### src/design/ordered_byte_list_unit_assert.svh
// Assertion macros for the ordered byte list unit
`ifndef ORDERED_BYTE_LIST_UNIT_ASSERT_SVH
`define ORDERED_BYTE_LIST_UNIT_ASSERT_SVH
`ifndef SYNTHESIS
`define OBL_ASSERT_IMP(lbl, clk, rst, ante, cons) \
   lbl: assert property (@(posedge clk) disable iff (rst) (ante) |-> (cons)) \
      else $error("ordered byte list: check failed");
`define OBL_ASSERT_NXT(lbl, clk, rst, ante, cons) \
   lbl: assert property (@(posedge clk) disable iff (rst) (ante) |=> (cons)) \
      else $error("ordered byte list: check failed");
`else
`define OBL_ASSERT_IMP(lbl, clk, rst, ante, cons)
`define OBL_ASSERT_NXT(lbl, clk, rst, ante, cons)
`endif
`endif

### src/design/obl_ram.sv
// Simple dual-port RAM, one write and one registered read per cycle
`timescale 1ns / 1ps
module obl_ram #(
   parameter int DEPTH = 16,
   parameter int WIDTH = 8
) (
   input  logic                     clock,
   input  logic                     wr_en,
   input  logic [$clog2(DEPTH)-1:0] wr_addr,
   input  logic [WIDTH-1:0]         wr_data,
   input  logic                     rd_en,
   input  logic [$clog2(DEPTH)-1:0] rd_addr,
   output logic [WIDTH-1:0]         rd_data
);
   logic [WIDTH-1:0] mem [DEPTH];

   always_ff @(posedge clock) begin
      if (wr_en) begin
         mem[wr_addr] <= wr_data;
      end
      if (rd_en) begin
         rd_data <= mem[rd_addr];
      end
   end
endmodule

### config.mk
export PLATFORM = sky130hd
export DESIGN_NAME = obl_ram
export DESIGN_NICKNAME = d
export VERILOG_FILES = /design/src/design/ordered_byte_list_unit_assert.svh /design/src/design/obl_ram.sv
export SDC_FILE = /design/constraint.sdc
export NUM_CORES = 1
export LEC_CHECK = 0
export BUFFER_PORTS_ARGS = -buffer_cell sky130_fd_sc_hd__buf_2
export CORE_AREA = 10 10 116 118
export DETAILED_ROUTE_END_ITERATION = 10
export DIE_AREA = 0 0 126 128
export PLACE_DENSITY = 0.75
export SETUP_SLACK_MARGIN = 0.5
export SKIP_CTS_REPAIR_TIMING = 1
export SLEW_MARGIN = 20
export SYNTH_ARGS = -nofsm -noshare
export SYNTH_HDL_FRONTEND = slang
export SYNTH_SLANG_ARGS = --single-unit
### constraint.sdc
create_clock -name clock -period 2.2 [get_ports clock]
set_input_delay 0.22 -clock clock [delete_from_list [all_inputs] [get_ports clock]]
set_output_delay 0.22 -clock clock [all_outputs]
set_load 0.005 [all_outputs]
==> metrics.yaml, run 1 <==
clock_network:
  cts_tree: "yes"
  cts.clk_slew.worst_paths_ns: 0.06
  cts.sinks: 136
  clockRootBuffer: "clkbuf_16"
  numCtsBuffers: 17
  cts_max_level: 4
  cts.path.max_buffers: 2
  clk_latency_ns: 0.41
critical_path:
  crit_required_ns: 2.34
  cp-endpoint: "rd_data[0]$_DFFE_PP_"
  reg2reg_setup_slack_ns: 0.68
  reg2reg_depth: 3
  reg2reg_from: "mem[5][0]$_DFFE_PP_"
  worstSetupEndpointType: "flop"
  crit_start: "mem[5][0]$_DFFE_PP_"
  timing.rr.end: "rd_data[0]$_DFFE_PP_"
  startpoint_type: "flop"
  arrival_ns: 1.66
  worstSetupPathType: "reg2reg"
  cp_max_fo: 1
yosys:
  yosys.area.top_type: "edfxtp_1"
  synth.top_cell.area_share_pct: 78.1
  yosysSeqAreaShare_pct: 78.1
  synth_nets: 248
  synth_cell_types: 18
  synth-xor-area-share_pct: 0
  synth_top_family_by_area: "multiplexers"
  ys_warn_count: 0
  synth_adder_area_share_pct: 0
  synth-simple-area-share_pct: 3.14
  syn-mean-instance-area_um2: 22.8
  synth.area.top_cells: "edfxtp_1 (78%), mux4_2 (7.8%), mux4_1 (7.0%), a22oi_1 (2.3%), nor2_1 (0.93%)"
  syn_area_mm2: 0.00523
  ys_seq_elements: 136
  syn_inst: 229
  muxShareOfSynthArea_pct: 14.8
  synth_compound_area_share_pct: 2.30
flow_run:
  drv_cap: 0
final_layout:
  syn2layout_area_growth_pct: 19.0
  layout_common_cells: "edfxtp_1 (136), buf_2 (26), buf_4 (19)"
  nNetsFinal: 303
  fillerInstances: 815
  antenna_cells: 0
  ff_latch_area_mm2: 0.00408
  multi_input_area_mm2: 0.00106
  layout_commonest_cell: "edfxtp_1"
  layout-drive-gt1-share_pct: 32.3
timing:
  setup_viol: 0
  finClkSkew_ns: 0.00589
  fin_crit_sh_pct: 69.0
  fin_tns_setup_ns: 0
  max_slew.worst_pin.slew_ns: 0.889
  finalCriticalPeriod_ns: 1.52
  relSlewSlack_pct: 40.5
  whs_ns: 0.194
  rsz0062_at_grt: "no"
  slew_violations: 0
  timing.fmax_mhz: 659
  hold_viol: 0
power:
  p_per_area_mw_per_mm2: 972
  p_leak_nw: 2.11
  max-vdd-ir-drop_mv: 0.612
global_routing:
  gr-usage-met3_pct: 4.14
  met1_usage_pct: 18.7
  grt_pass1_wl_um: 16200
  track_usage_pct: 13.5
  busiest_layer: "met2"
  antenna_found_initial: 0
  use_met2_pct: 20.0
  overflow: 0
  grt_pass1_vias: 2588
  grt_max_degree: 33
detailed_routing:
  wl_per_cell_um: 24.3
  route.vias.total: 2567
  viasPerCell: 5.83
  dr.first_iter.drc_count: 291
  first_pass_iters: 5
  ant_nets: 0
  routed_wl_um: 10700
  drc: 0
die:
  coreArea_mm2: 0.0112
  start_util_pct: 46.6
  die-area_mm2: 0.0161
  dieWidth_um: 126
  die_y_um: 128
  rows: 39
  io_pins: 27
placed_design:
  port_buffers: 26
  finalWeightedCongestion: 0.725
  dp_hpwl_um: 6540
min_path:
  min_path_type: "in2reg"
run_status:
  status: "finished clean"
-- critical path, stage by stage, from the launching register on --
cell and delay [ns]:
edfxtp_1 0.36, mux4_1 0.54, a22oi_1 0.23, nand2_1 0.13
-- cell families after synthesis --
logic type,after synthesis
mux,32
buf+inv,10
flops,136
simple gates,35
compound gates,16
-- power by group --
group          internal, mW  total (mW)  switching [mW]
combinational         0.113       0.267           0.154
clock                  1.79        2.84            1.05
sequential             2.92        2.94          0.0170
-- flip-flops by register name, indices dropped and copies added, names as in the netlist --
| signal | count |
|---|---|
| mem | 128 |
| rd_data | 8 |
-- per-layer routing --
metal	wire, um	vias up	share of wire (%)
met4	81	0	0.76
met5	0	-	0
met3	827	10	7.7
li1	-	1092	-
met1	4590	1321	43
met2	5180	144	49
-- area by class of cell --
cell class                      count  share of cell area [%]
Sequential cell                   136                    65.6
Multi-Input combinational cell     83                    17.1
Clock buffer                       18                    6.90
Timing Repair Buffer               46                    4.71
Tap cell                          143                    2.88
Clock inverter                     14                    2.82
-- synthesized netlist by cell type --
library cell / number
buf_4: 1
or3b_2: 1
a22oi_1: 16
nor3_1: 4
buf_6: 3
nor2b_1: 1
mux4_1: 14
mux4_2: 18
clkdlybuf4s25_2: 3
nand2b_1: 2
edfxtp_1: 136
and2b_1: 1
nand2_1: 9
nor2_1: 13
and2_1: 1
nand3_1: 1
nand3b_1: 2
buf_2: 3
-- how the worst min path moves through the flow --
stage | end | startpoint | slack [ns] | cells past startpoint
final | mem[13][0]$_DFFE_PP_ | wr_data[0] | 0.19 | 1
after floorplan | mem[0][0]$_DFFE_PP_ | wr_data[0] | 0.32 | 0
after global placement | mem[4][0]$_DFFE_PP_ | wr_data[0] | 0.59 | 1
after global routing | rd_data[3]$_DFFE_PP_ | rd_en | 0.19 | 1
after detailed placement | mem[9][1]$_DFFE_PP_ | wr_data[1] | 0.61 | 1
after CTS | mem[13][0]$_DFFE_PP_ | wr_data[0] | 0.18 | 1
-- through the flow --
step | std cells | power [mW] | area [um^2] | worst slack, ns | util [%]
6_report | 440 | 6.05 | 6220 | 0.682 | 55.4
5_1_grt | 440 | 6.23 | 6220 | 0.617 | 55.4
3_3_place_gp | 408 | 3.24 | 5620 | 0.356 | 50.1
4_1_cts | 440 | 6.07 | 6220 | 0.669 | 55.4
2_1_floorplan | 229 | 3.13 | 5230 | 0.698 | -
3_5_place_dp | 408 | 3.26 | 5620 | 0.355 | 50.1
No activity file was read; power rests on OpenSTA's default activity.
==> inputs of run 2 (changes only) <==
==> constraint.sdc (replaced) <==
create_clock -name clock -period 1.5 [get_ports clock]
set_input_delay 0.15 -clock clock [delete_from_list [all_inputs] [get_ports clock]]
set_output_delay 0.15 -clock clock [all_outputs]
set_load 0.005 [all_outputs]
==> metrics.yaml, run 2 (synthesis gave the netlist of run 1 again) <==
critical_path:
  reg2reg_from: "mem[10][3]$_DFFE_PP_"  # was mem[5][0]$_DFFE_PP_
  worstSetupEndpointType: "flop"  # unchanged
  reg2reg_setup_slack_ns: 0.02  # was 0.68 ns
  startpoint_type: "flop"  # unchanged
  reg2reg_depth: 3  # unchanged
  path_delay_family: "multiplexers"  # unchanged
  cpPeakStageDelay_ns: 0.50  # was 0.54 ns
  cp_max_fo: 1  # unchanged
  slowest_stage: "mux4_2"  # was mux4_1
  critPathBufInv: 0  # unchanged
  arrival_ns: 1.62  # was 1.66 ns
  timing.rr.end: "rd_data[3]$_DFFE_PP_"  # was rd_data[0]$_DFFE_PP_
  crit_required_ns: 1.65  # was 2.34 ns
  worstSetupPathType: "reg2reg"  # unchanged
  crit_chain: "mux4_2 -> a22oi_2 -> nand2_1"  # was mux4_1 -> a22oi_1 -> nand2_1
final_layout:
  finalCoreUtilization_pct: 57.7  # was 55.4%
  largestRegisters: "mem: 128 flops, rd_data: 8 flops"  # unchanged
  layout_commonest_cell: "edfxtp_1"  # unchanged
  nNetsFinal: 302  # was 303
  largest_reg_flops: 128  # unchanged
  fin_cells: 439  # was 440
  regMostFlops: "mem"  # unchanged
  syn2layout_area_growth_pct: 23.8  # was 19.0%
  layout-drive-gt1-share_pct: 43.9  # was 32.3%
  layout_common_cells: "edfxtp_1 (136), mux4_2 (32), buf_2 (24)"  # was edfxtp_1 (136), buf_2 (26), buf_4 (19)
  antenna_cells: 0  # unchanged
  fillerInstances: 781  # was 815
min_path:
  min_from: "wr_data[5]"  # was wr_data[0]
  hold_depth: 1  # unchanged
  whs_endpoint: "mem[8][5]$_DFFE_PP_"  # was mem[13][0]$_DFFE_PP_
  min_path_type: "in2reg"  # unchanged
timing:
  worst_slack_ns: 0.0218  # was 0.682 ns
  finalCriticalPeriod_ns: 1.48  # was 1.52 ns
  max_slew.worst_pin.slew_ns: 0.925  # was 0.889 ns
  timing.fmax_mhz: 677  # was 659 MHz
  hold_viol: 0  # unchanged
  finClkSkew_ns: 0.0221  # was 0.00589 ns
  setup_viol: 0  # unchanged
  rsz0062_at_grt: "yes"  # was no
  relSlewSlack_pct: 38.1  # was 40.5%
  fin_crit_sh_pct: 98.5  # was 69.0%
  slew_violations: 0  # unchanged
detailed_routing:
  ant_nets: 0  # unchanged
  wl_per_cell_um: 23.4  # was 24.3 um
  first_pass_iters: 5  # unchanged
  dr.first_iter.drc_count: 259  # was 291
  route.vias.total: 2446  # was 2567
  routed_wl_um: 10300  # was 10700 um
  drc: 0  # unchanged
  viasPerCell: 5.57  # was 5.83
die:
  coreArea_mm2: 0.0112  # unchanged
  io_pins: 27  # unchanged
  start_util_pct: 46.6  # unchanged
  die_y_um: 128  # unchanged
  rows: 39  # unchanged
  dieWidth_um: 126  # unchanged
  die-area_mm2: 0.0161  # unchanged
clock_network:
  cts.sinks: 136  # unchanged
  numCtsBuffers: 17  # unchanged
  cts.clk_slew.worst_paths_ns: 0.06  # about the same
  cts_max_level: 4  # unchanged
  cts_tree: "yes"  # unchanged
  clockRootBuffer: "clkbuf_16"  # unchanged
  clk_latency_ns: 0.42  # was 0.41 ns
  cts.path.max_buffers: 2  # unchanged
placed_design:
  finalWeightedCongestion: 0.730  # was 0.725
  port_buffers: 26  # unchanged
  placedCellCount: 401  # was 408
  dp_hpwl_um: 6380  # was 6540 um
  dp_slack_ns: -0.217  # was 0.355 ns
global_routing:
  gr-usage-met3_pct: 4.59  # was 4.14%
  grt_pass1_vias: 2666  # was 2588
  overflow: 0  # unchanged
  grt_pass1_wl_um: 16200  # about the same
  busiest_layer: "met2"  # unchanged
  met1_usage_pct: 16.4  # was 18.7%
  antenna_found_initial: 0  # unchanged
  grt_max_degree: 21  # was 33
  use_met2_pct: 22.4  # was 20.0%
  track_usage_pct: 13.6  # was 13.5%
flow_run:
  drv_cap: 0  # unchanged
power:
  p_per_area_mw_per_mm2: 1420  # was 972 mW/mm^2
  max-vdd-ir-drop_mv: 1.02  # was 0.612 mV
  p_leak_nw: 2.11  # about the same
run_status:
  status: "finished clean"  # unchanged
-- run 2: cell count changes in the layout (fill, tap and decap cells not counted), moves of 4 or more --
cell and change:
mux4_2 +14, a22oi_2 +7, buf_4 -8, buf_12 +8, mux4_1 -14, a22oi_1 -7, nor3_4 +4, nor2_4 +12
nor2_1 -12
-- run 2: area by class of cell --
type | count | area (um^2) | area share (%)
clock inverters | 13 | 201 | 3.11
repair buffers | 45 | 394 | 6.09
well taps | 143 | 179 | 2.76
clock buffers | 19 | 433 | 6.69
multi-input cells | 83 | 1180 | 18.3
flip-flops and latches | 136 | 4080 | 63.1
-- run 2: worst max-delay path by stage --
| stage | from | to | slack, ns | cells past startpoint |
|---|---|---|---|---|
| final | mem[10][3]$_DFFE_PP_ | rd_data[3]$_DFFE_PP_ | 0.02 | 3 |
| after global routing | mem[10][3]$_DFFE_PP_ | rd_data[3]$_DFFE_PP_ | -0.01 | 3 |
| after detailed placement | rd_addr[0] | rd_data[1]$_DFFE_PP_ | -0.22 | 5 |
| after CTS | mem[10][3]$_DFFE_PP_ | rd_data[3]$_DFFE_PP_ | -0.08 | 3 |
| after global placement | rd_addr[0] | rd_data[1]$_DFFE_PP_ | -0.22 | 5 |
| after floorplan | rd_addr[0] | rd_data[1]$_DFFE_PP_ | 0.15 | 5 |
-- run 2: per-layer routing --
layer | vias to the layer above | routed length [um]
li1 | 1077 | -
met1 | 1280 | 4060
met2 | 87 | 5430
met3 | 2 | 726
met4 | 0 | 58
met5 | - | 0
-- run 2: per-stage QoR --
step                      TNS, ns  power (mW)  area, um^2  hold WS, ns
after floorplan                 0        4.64        5360        0.249
after global placement      -1.30        4.81        5700        0.535
after detailed placement    -1.36        4.83        5700        0.551
after CTS                 -0.0755        9.24        6340        0.112
after global routing      -0.0140        9.48        6470        0.114
final                           0        9.18        6470        0.121
-- run 2: worst register-to-register path: stages, from the launching register on --
cell and delay (ns):
edfxtp_1 0.38, mux4_2 0.50, a22oi_2 0.23, nand2_1 0.10
-- run 2: where the power goes --
part	leakage [nW]	internal [mW]	total [mW]	switching [mW]
clock network	0.306	2.94	4.40	1.47
registers	1.24	4.28	4.31	0.0249
logic	0.568	0.206	0.466	0.260
total	2.11	7.43	9.18	1.75
